[config.mk]
export PLATFORM = sky130hd
export DESIGN_NAME = sync_xor_frame_deframer
export DESIGN_NICKNAME = d
export VERILOG_FILES = /design/src/rtl/sxfd_pkg.sv /design/src/rtl/sxfd_parser.sv /design/src/rtl/sxfd_out_reg.sv /design/src/rtl/sync_xor_frame_deframer.sv
export VERILOG_INCLUDE_DIRS = /design/src /design/src/rtl
export SDC_FILE = /design/constraint.sdc
export NUM_CORES = 1
export LEC_CHECK = 0
export BUFFER_PORTS_ARGS = -buffer_cell sky130_fd_sc_hd__buf_2
export CORE_MARGIN = 3
export CORE_UTILIZATION = 41
export CTS_CLUSTER_DIAMETER = 80
export DETAILED_ROUTE_END_ITERATION = 8
export PLACE_DENSITY = 0.68
export REMOVE_ABC_BUFFERS = 1
export SLEW_MARGIN = 20
export SYNTH_ARGS = -nofsm -noshare
export SYNTH_HDL_FRONTEND = slang
export SYNTH_SLANG_ARGS = --single-unit
[constraint.sdc]
create_clock -name aclk -period 22.2 [get_ports aclk]
set_clock_uncertainty 0.05 [all_clocks]
set_input_delay 3.33 -clock aclk [delete_from_list [all_inputs] [get_ports aclk]]
set_output_delay 3.33 -clock aclk [all_outputs]
set_load 0.05 [all_outputs]
[src/rtl/sync_xor_frame_deframer_defines.svh]
// Assertion macros used by the deframer parser module.
`ifndef SYNC_XOR_FRAME_DEFRAMER_DEFINES_SVH
`define SYNC_XOR_FRAME_DEFRAMER_DEFINES_SVH

// The expression holds at every clock edge out of reset.
`define SXFD_ASSERT_ALWAYS(label, clk, rstn, expr) \
    label: assert property (@(posedge clk) disable iff (!(rstn)) (expr)) \
        else $error("sxfd: invariant violated");

// The consequent holds in the cycle after the antecedent.
`define SXFD_ASSERT_NEXT(label, clk, rstn, ante, cons) \
    label: assert property (@(posedge clk) disable iff (!(rstn)) (ante) |=> (cons)) \
        else $error("sxfd: sequence check failed");

`endif

[src/rtl/sxfd_pkg.sv]
package sxfd_pkg;

    localparam int POS_W       = 5;
    localparam int STORE_DEPTH = 21;

    localparam logic [7:0]       HDR_BYTE  = 8'h7E;
    localparam logic [POS_W-1:0] POS_HDR0  = 5'd0;
    localparam logic [POS_W-1:0] POS_HDR1  = 5'd1;
    localparam logic [POS_W-1:0] POS_DATA0 = 5'd2;
    localparam logic [POS_W-1:0] LAST_DATA = 5'd22;
    localparam logic [POS_W-1:0] CHK_POS   = 5'd23;

    typedef struct packed {
        logic               valid;
        logic signed [31:0] angle_inc_x;
        logic signed [31:0] angle_inc_y;
        logic signed [31:0] attitude_second;
        logic signed [31:0] attitude_first;
        logic        [31:0] clock_count;
        logic        [7:0]  mode_byte;
    } sxfd_result_t;

endpackage

[src/rtl/sxfd_parser.sv]
`include "sync_xor_frame_deframer_defines.svh"

module sxfd_parser (
    input  logic                 aclk,
    input  logic                 aresetn,
    input  logic                 process,
    input  logic [7:0]           rx_byte,
    output sxfd_pkg::sxfd_result_t result
);
    import sxfd_pkg::*;

    logic [POS_W-1:0] pos_reg;
    logic [POS_W-1:0] pos_next;
    logic [7:0]       xor_reg;
    logic [7:0]       xor_next;
    logic             shift_en;
    logic [7:0]       store_reg [STORE_DEPTH];

    always_comb begin
        pos_next = pos_reg;
        xor_next = xor_reg;
        shift_en = 1'b0;
        result   = '0;
        if (process) begin
            if (pos_reg == POS_HDR0) begin
                pos_next = (rx_byte == HDR_BYTE) ? POS_HDR1 : POS_HDR0;
            end else if (pos_reg == POS_HDR1) begin
                if (rx_byte == HDR_BYTE) begin
                    pos_next = POS_DATA0;
                    xor_next = 8'h00;
                end else begin
                    pos_next = POS_HDR0;
                end
            end else if (pos_reg <= LAST_DATA) begin
                shift_en = 1'b1;
                xor_next = xor_reg ^ rx_byte;
                pos_next = pos_reg + 5'd1;
            end else if (pos_reg == CHK_POS) begin
                pos_next     = POS_HDR0;
                result.valid = (rx_byte == xor_reg);
            end else begin
                pos_next = POS_HDR0;
            end
        end
        result.angle_inc_x     = {store_reg[3], store_reg[2], store_reg[1], store_reg[0]};
        result.angle_inc_y     = {store_reg[7], store_reg[6], store_reg[5], store_reg[4]};
        result.attitude_second = {store_reg[11], store_reg[10], store_reg[9], store_reg[8]};
        result.attitude_first  = {store_reg[15], store_reg[14], store_reg[13], store_reg[12]};
        result.clock_count     = {store_reg[19], store_reg[18], store_reg[17], store_reg[16]};
        result.mode_byte       = store_reg[20];
    end

    always_ff @(posedge aclk) begin
        if (!aresetn) begin
            pos_reg <= POS_HDR0;
            xor_reg <= 8'h00;
        end else begin
            pos_reg <= pos_next;
            xor_reg <= xor_next;
        end
    end

    // Payload bytes shift in at the top, so frame byte 2 ends up in entry 0.
    always_ff @(posedge aclk) begin
        if (shift_en) begin
            for (int i = 0; i < STORE_DEPTH - 1; i++) begin
                store_reg[i] <= store_reg[i+1];
            end
            store_reg[STORE_DEPTH-1] <= rx_byte;
        end
    end

    `SXFD_ASSERT_ALWAYS(a_pos_range, aclk, aresetn, pos_reg <= CHK_POS)
    `SXFD_ASSERT_NEXT(a_hdr_clears_xor, aclk, aresetn,
        process && pos_reg == POS_HDR1 && rx_byte == HDR_BYTE,
        pos_reg == POS_DATA0 && xor_reg == 8'h00)
    `SXFD_ASSERT_NEXT(a_chk_to_hunt, aclk, aresetn,
        process && pos_reg == CHK_POS, pos_reg == POS_HDR0)
    `SXFD_ASSERT_NEXT(a_idle_holds, aclk, aresetn,
        !process, $stable(pos_reg) && $stable(xor_reg))

endmodule

[src/rtl/sxfd_out_reg.sv]
module sxfd_out_reg (
    input  logic                   aclk,
    input  logic                   aresetn,
    input  sxfd_pkg::sxfd_result_t result,
    output logic                   advance,
    output logic                   m_valid,
    input  logic                   m_ready,
    output logic signed [31:0]     m_angle_inc_x,
    output logic signed [31:0]     m_angle_inc_y,
    output logic signed [31:0]     m_attitude_second,
    output logic signed [31:0]     m_attitude_first,
    output logic        [31:0]     m_clock_count,
    output logic        [7:0]      m_mode_byte
);
    import sxfd_pkg::*;

    logic         valid_reg;
    logic         valid_next;
    sxfd_result_t data_reg;

    assign advance    = !valid_reg || m_ready;
    assign valid_next = advance ? result.valid : valid_reg;

    always_ff @(posedge aclk) begin
        if (!aresetn) begin
            valid_reg <= 1'b0;
        end else begin
            valid_reg <= valid_next;
        end
    end

    always_ff @(posedge aclk) begin
        if (advance && result.valid) begin
            data_reg <= result;
        end
    end

    assign m_valid           = valid_reg;
    assign m_angle_inc_x     = data_reg.angle_inc_x;
    assign m_angle_inc_y     = data_reg.angle_inc_y;
    assign m_attitude_second = data_reg.attitude_second;
    assign m_attitude_first  = data_reg.attitude_first;
    assign m_clock_count     = data_reg.clock_count;
    assign m_mode_byte       = data_reg.mode_byte;

endmodule

[src/rtl/sync_xor_frame_deframer.sv]
// Fixed 24-byte frame parser: it hunts for two 0x7E header bytes, captures
// bytes 2 to 22, and emits one decoded request when byte 23 equals the XOR of
// bytes 2 to 22; frames with a bad checksum are dropped silently. One byte is
// accepted every cycle while the output register is not stalled, and a result
// reaches the output after its checksum byte is held in the input register
// and parsed on its way into the output register. The only stall source is
// the output register held by a low m_ready.
module sync_xor_frame_deframer (
    input  logic               aclk,
    input  logic               aresetn,
    input  logic               s_valid,
    output logic               s_ready,
    input  logic [7:0]         s_rx_byte,
    output logic               m_valid,
    input  logic               m_ready,
    output logic signed [31:0] m_angle_inc_x,
    output logic signed [31:0] m_angle_inc_y,
    output logic signed [31:0] m_attitude_second,
    output logic signed [31:0] m_attitude_first,
    output logic        [31:0] m_clock_count,
    output logic        [7:0]  m_mode_byte
);
    import sxfd_pkg::*;

    logic         in_valid_reg;
    logic         in_valid_next;
    logic [7:0]   in_byte_reg;
    logic         advance;
    logic         process;
    sxfd_result_t result;

    assign process       = in_valid_reg && advance;
    assign s_ready       = !in_valid_reg || advance;
    assign in_valid_next = s_ready ? s_valid : in_valid_reg;

    always_ff @(posedge aclk) begin
        if (!aresetn) begin
            in_valid_reg <= 1'b0;
        end else begin
            in_valid_reg <= in_valid_next;
        end
    end

    always_ff @(posedge aclk) begin
        if (s_ready && s_valid) begin
            in_byte_reg <= s_rx_byte;
        end
    end

    sxfd_parser u_parser (
        .aclk    (aclk),
        .aresetn (aresetn),
        .process (process),
        .rx_byte (in_byte_reg),
        .result  (result)
    );

    sxfd_out_reg u_out_reg (
        .aclk              (aclk),
        .aresetn           (aresetn),
        .result            (result),
        .advance           (advance),
        .m_valid           (m_valid),
        .m_ready           (m_ready),
        .m_angle_inc_x     (m_angle_inc_x),
        .m_angle_inc_y     (m_angle_inc_y),
        .m_attitude_second (m_attitude_second),
        .m_attitude_first  (m_attitude_first),
        .m_clock_count     (m_clock_count),
        .m_mode_byte       (m_mode_byte)
    );

endmodule
==> results.py, run 1 <==
metrics = {
    "drt": {
        "antenna_left": 0,
        "vias_per_cell": 4.70,
        "routedWlPerCell_um": 17.2,
        "drcViolationCount": 0,
        "wl_um": 18600,
        "drt_iter0_drc": 391,
        "first_pass_iters": 4,
        "vias": 5072,
    },
    "placement": {
        "gp_congestion": 0.802,
        "io_buffers": 181,
        "post_dp_cell_area_um2": 12700,
        "dp.final_hpwl_um": 11500,
    },
    "logic_synthesis": {
        "synthesis.area_um2": 11300,
        "synth-seq-area-share_pct": 93.8,
        "synth_warnings": 0,
        "synth_top_family_by_area": "simple AND/OR/NAND/NOR gates",
        "synth_top_flop_cell": "edfxtp_1",
        "synth_area_leaders": "edfxtp_1 91%, dfxtp_1 2.6%, nor2b_1 0.99%, o2111a_1 0.79%, a21o_1 0.53%",
        "synth_top_area_cell": "edfxtp_1",
        "async_reset_ff_share_pct": 0,
        "synth_edf_count": 344,
        "synth_mux_area_share_pct": 0,
        "synth-compound-area-share_pct": 2.32,
        "synth_seq_cells": 359,
        "netlist.area_leader.share_pct": 91.1,
        "synthAdderAreaFrac_pct": 0.441,
        "netlist_instances": 459,
        "avgSynthCellArea_um2": 24.7,
        "synth_xor_area_share_pct": 0.232,
        "yosys.area_share.simple_pct": 2.83,
        "synth_cell_type_count": 36,
    },
    "clock_tree": {
        "cts.path.max_buffers": 3,
        "numCtsBuffers": 37,
        "clock_latency_ns": 0.51,
        "cts_resized": 0,
        "root_buffer": "clkbuf_16",
        "path_clk_slew_ns": 0.06,
        "htreeDepth": 2,
        "cts_sinks": 359,
        "post_cts_buffers": 0,
        "cts_tree": "done",
        "holdBufCountCts": 0,
    },
    "timing": {
        "grt_setup_unrepaired": "false",
        "finalHoldViolations": 0,
        "fin_hold_ws_ns": 0.369,
        "fmax_mhz": 136,
        "finalSetupViolations": 0,
        "fin_crit_ns": 7.34,
        "fin_tns_setup_ns": 0,
        "maxSlewHeadroom_pct": 36.8,
        "worst_slew_pin_slew_ns": 0.947,
        "fin_crit_sh_pct": 33.0,
        "slew_viol_final": 0,
    },
    "grt": {
        "first_global_vias": 5124,
        "grt_max_degree": 73,
        "grt_pass1_wl_um": 28500,
        "antenna_found_initial": 0,
        "overflow": 0,
        "grtUsageTotal_pct": 12.3,
    },
    "cells_and_area": {
        "final_util_pct": 51.5,
        "antennaDiodeCount": 0,
        "drive_above_1_share_pct": 35.1,
        "num-nets-final": 696,
        "syn_to_final_growth_pct": 23.1,
        "largest_reg_flops": 168,
        "finalInstanceArea_um2": 14000,
    },
    "floorplan": {
        "rows": 60,
        "start_util_pct": 41.8,
        "io_pins": 182,
        "dieArea_um2": 29700,
        "die_x_um": 172,
        "fp.coreArea_um2": 27100,
        "fp.dieH_um": 172,
    },
    "power_and_ir_drop": {
        "p_leak_uw": 0.00488,
        "switching_share_pct": 18.6,
        "power_frac_seq_pct": 54.5,
        "p_clk_share_pct": 44.7,
        "ir_drop_mv": 0.0532,
        "netSwitchingPower_uw": 254,
        "p_comb_share_pct": 0.8,
        "p_int_uw": 1110,
        "p_per_area_nw_per_um2": 97.9,
    },
    "worst_setup_path": {
        "crit_required_ns": 18.82,
        "crit_path_end_kind": "primary output",
        "start_kind": "input pin",
        "crit_fanout": 3,
        "crit_arrival_ns": 3.96,
        "crit_type": "input pin to primary output",
    },
    "job": {
        "max_cap_violations": 0,
    },
    "min_path": {
        "hold_class": "register to register",
    },
    "run_status": {
        "outcome": "complete, no violations",
    },
}
-- layer usage --
metal	wire [um]	track usage [%]	up-vias	part of all wire [%]
met5	0	0	-	0
met4	369	3.23	0	2.0
met3	1410	3.70	35	7.6
met2	8590	19.5	205	46
met1	8240	16.8	2548	44
li1	-	-	2284	-
-- cell usage in the layout, fill, tap and decap left out, types with 2 or more instances in the layout --
| master | synthesis | routed |
|---|---|---|
| bufinv_16 | 0 | 5 |
| ha_1 | 4 | 4 |
| dfxtp_1 | 15 | 15 |
| buf_4 | 0 | 6 |
| clkbuf_16 | 0 | 37 |
| nand4_1 | 2 | 2 |
| nand2_1 | 7 | 7 |
| clkinv_4 | 0 | 2 |
| nor3_1 | 2 | 2 |
| o2111a_1 | 8 | 8 |
| edfxtp_1 | 344 | 344 |
| inv_6 | 0 | 3 |
| clkinv_2 | 0 | 7 |
| nor2_1 | 4 | 4 |
| a21o_1 | 8 | 8 |
| nor2b_1 | 18 | 18 |
| clkbuf_1 | 1 | 3 |
| clkinv_1 | 0 | 7 |
| buf_2 | 2 | 181 |
| a31oi_1 | 2 | 2 |
| a21oi_1 | 4 | 4 |
| xnor2_1 | 2 | 2 |
| inv_1 | 3 | 3 |
| nand3_1 | 7 | 7 |
| o21ai_0 | 5 | 5 |
-- power groups by stage --
stage	Sequential, uW	Clock [uW]	Combinational (uW)
after floorplan	758	0	6.78
after global placement	759	0	10.1
after detailed placement	759	0	10.7
after CTS	745	631	10.7
after global routing	745	659	11.9
final	745	611	10.6
-- critical path, cell delays in order --
cell and delay (ns):
buf_2 0.10, nor2b_1 0.20, nand2_1 0.10, buf_2 0.22
-- stage by stage --
step                      worst slack [ns]  power [uW]  instances
after floorplan                       1.42         765        454
after global placement               14.91         769       1013
after detailed placement             14.86         770       1013
after CTS                            14.86        1390       1079
after global routing                 14.78        1420       1079
final                                14.86        1370       1079
-- layout make-up --
class | instances | area, um^2
Inverter | 3 | 11.3
Clock buffer | 40 | 937
Fill cell | 2115 | 13100
Clock inverter | 26 | 292
Timing Repair Buffer | 187 | 951
Tap cell | 372 | 465
Multi-Input combinational cell | 92 | 668
Sequential cell | 359 | 10600
-- cells in the mapped netlist (all sizes together) (2+ instances only) --
cell type and instances:
inv 3, buf 4, nor2b 18, dfxtp 15
nand3 7, edfxtp 344, a31oi 3, nand4 2
ha 4, nand2 7, nor2 4, o2111a 8
nor3 2, xnor2 2, a21o 8, and3 2
and2 2, nor4 2, a21oi 4, o21ai 5
-- final timing paths --
kind / slack (ns) / end / startpoint / depth (start not counted)
setup reg to reg: 18.38 / u_out_reg.m_angle_inc_x[15]$_DFFE_PP_ / u_parser.pos_reg[0]$_SDFFE_PN0P_ / 7
setup / recovery: 14.86 / s_ready / m_ready / 4
hold / removal: 0.37 / u_out_reg.m_angle_inc_x[7]$_DFFE_PP_ / u_parser.store_reg[0][7]$_DFFE_PP_ / 0
hold reg to reg: 0.37 / u_out_reg.m_angle_inc_x[7]$_DFFE_PP_ / u_parser.store_reg[0][7]$_DFFE_PP_ / 0
-- cell families (layout without fill, tap and decap cells) --
family,count (synthesis),count (layout)
simple gates,53,53
xor+xnor,3,3
buf+inv,8,256
fa+ha+maj,4,4
compound gates,32,32
flops,359,359
Note: power is estimated with default switching activity, not from simulation.
==> inputs of run 2 (changes only) <==
--- a/config.mk
+++ b/config.mk
@@ -11,7 +11,7 @@
 export CORE_UTILIZATION = 41
 export CTS_CLUSTER_DIAMETER = 80
 export DETAILED_ROUTE_END_ITERATION = 8
-export PLACE_DENSITY = 0.68
+export PLACE_DENSITY = 0.7
 export REMOVE_ABC_BUFFERS = 1
 export SLEW_MARGIN = 20
 export SYNTH_ARGS = -nofsm -noshare
==> constraint.sdc (replaced) <==
create_clock -name aclk -period 6.7 [get_ports aclk]
set_clock_uncertainty 0.05 [all_clocks]
set_input_delay 1.005 -clock aclk [delete_from_list [all_inputs] [get_ports aclk]]
set_output_delay 1.005 -clock aclk [all_outputs]
set_load 0.05 [all_outputs]
==> results.py, run 2 (synthesized netlist as in run 1, its figures left out) <==
metrics = {
    "clock_tree": {
        "clock_latency_ns": 0.50,
        "root_buffer": "clkbuf_16",
        "cts_resized": 0,
        "numCtsBuffers": 37,
        "path_clk_slew_ns": 0.06,
        "cts_sinks": 359,
        "post_cts_buffers": 0,
        "cts.path.max_buffers": 3,
        "htreeDepth": 2,
        "holdBufCountCts": 0,
        "cts_tree": "done",
    },
    "timing": {
        "fin_tns_setup_ns": 0,
        "fmax_mhz": 303,
        "grt_setup_unrepaired": "false",
        "setup_slack_ns": 3.40,
        "finalHoldViolations": 0,
        "maxSlewHeadroom_pct": 21.9,
        "fin_crit_sh_pct": 49.2,
        "worst_slew_pin_slew_ns": 1.17,
        "slew_viol_final": 0,
        "fin_crit_ns": 3.30,
        "finalSetupViolations": 0,
    },
    "floorplan": {
        "start_util_pct": 41.8,
        "die_x_um": 172,
        "dieArea_um2": 29700,
        "rows": 60,
        "io_pins": 182,
        "fp.dieH_um": 172,
        "fp.coreArea_um2": 27100,
    },
    "worst_setup_path": {
        "crit_type": "register to register",
        "crit_top_cell": "buf_4",
        "crit_arrival_ns": 3.37,
        "start_kind": "register",
        "critPathMaxStageDelay_ns": 0.76,
        "crit_path_end_kind": "register",
        "crit_slowest_cell": "buf_4",
        "crit_fanout": 65,
        "crit_required_ns": 6.78,
        "crit_chain": "nor2b_1, nor4_1, nand4_1, nor4_2, buf_4, buf_4",
    },
    "drt": {
        "antenna_left": 0,
        "wl_um": 18100,
        "first_pass_iters": 4,
        "vias_per_cell": 4.62,
        "drt_iter0_drc": 473,
        "routedWlPerCell_um": 16.8,
        "vias": 4966,
        "drcViolationCount": 0,
    },
    "placement": {
        "post_dp_cell_area_um2": 12700,
        "io_buffers": 181,
        "placed_cells_incl_taps": 1012,
        "gp_congestion": 0.771,
        "dp.final_hpwl_um": 10900,
        "pre_cts_slack_ns": 3.12,
    },
    "cells_and_area": {
        "final_common_cell": "edfxtp_1",
        "fin_cells": 1074,
        "antennaDiodeCount": 0,
        "num-nets-final": 695,
        "largest_reg_flops": 168,
        "layout_common_cells": "344 x edfxtp_1, 181 x buf_2, 37 x clkbuf_16, 18 x nor2b_1, 15 x dfxtp_1",
        "drive_above_1_share_pct": 34.2,
        "syn_to_final_growth_pct": 22.0,
        "finalInstanceArea_um2": 13800,
    },
    "grt": {
        "grt_max_degree": 169,
        "grtUsageTotal_pct": 11.8,
        "first_global_vias": 4930,
        "grt_pass1_wl_um": 27000,
        "antenna_found_initial": 0,
        "overflow": 0,
    },
    "job": {
        "max_cap_violations": 0,
    },
    "run_status": {
        "outcome": "complete, no violations",
    },
    "power_and_ir_drop": {
        "p_per_area_nw_per_um2": 316,
        "p_total_uw": 4370,
        "ir_drop_mv": 0.172,
        "p_leak_uw": 0.00481,
    },
    "min_path": {
        "hold_class": "register to register",
    },
}
[run 2: path summary, 6_finish.rpt]
path / startpoint / to / slack [ns] / cells after the start
worst min-delay path: u_parser.store_reg[0][4]$_DFFE_PP_ / u_out_reg.m_angle_inc_x[4]$_DFFE_PP_ / 0.37 / 0
worst max-delay path: in_byte_reg[6]$_DFFE_PP_ / u_out_reg.m_clock_count[26]$_DFFE_PP_ / 3.40 / 6
worst max register to register: in_byte_reg[6]$_DFFE_PP_ / u_out_reg.m_clock_count[26]$_DFFE_PP_ / 3.40 / 6
worst min register to register: u_parser.store_reg[0][4]$_DFFE_PP_ / u_out_reg.m_angle_inc_x[4]$_DFFE_PP_ / 0.37 / 0
[run 2: critical path: cells and delay by family (launching register included)]
kind / cells / cell delay (ns)
buffers and inverters: 2 / 1.29
and+or+nand+nor: 4 / 1.07
DFF: 1 / 0.43
[run 2: metrics by stage]
stage	hold WS [ns]	utilization (%)
after floorplan	0.350	-
after global placement	0.350	47.0
after detailed placement	0.357	47.0
after CTS	0.370	51.0
after global routing	0.372	51.0
final	0.370	51.0
[run 2: layer usage]
| layer | vias up | global-route usage [%] | wire length [um] |
|---|---|---|---|
| li1 | 2285 | - | - |
| met1 | 2441 | 16.2 | 7900 |
| met2 | 203 | 18.0 | 8180 |
| met3 | 37 | 3.91 | 1600 |
| met4 | 0 | 4.06 | 401 |
| met5 | - | 0 | 0 |
[run 2: area by class of cell]
cell class	instances	area, um^2
clock inverter	19	153
inverter	3	11.3
tap	372	465
multi-input combinational	92	668
sequential	359	10600
timing repair buffer	186	956
fill	2135	13300
clock buffer	43	948
[run 2: power breakdown]
| group | internal, uW | leakage [uW] | switching [uW] | total, uW |
|---|---|---|---|---|
| clock | 1090 | 0.000536 | 775 | 1860 |
| sequential | 2460 | 0.00323 | 12.5 | 2470 |
| combinational | 11.7 | 0.00105 | 22.5 | 34.2 |
| total | 3560 | 0.00481 | 810 | 4370 |
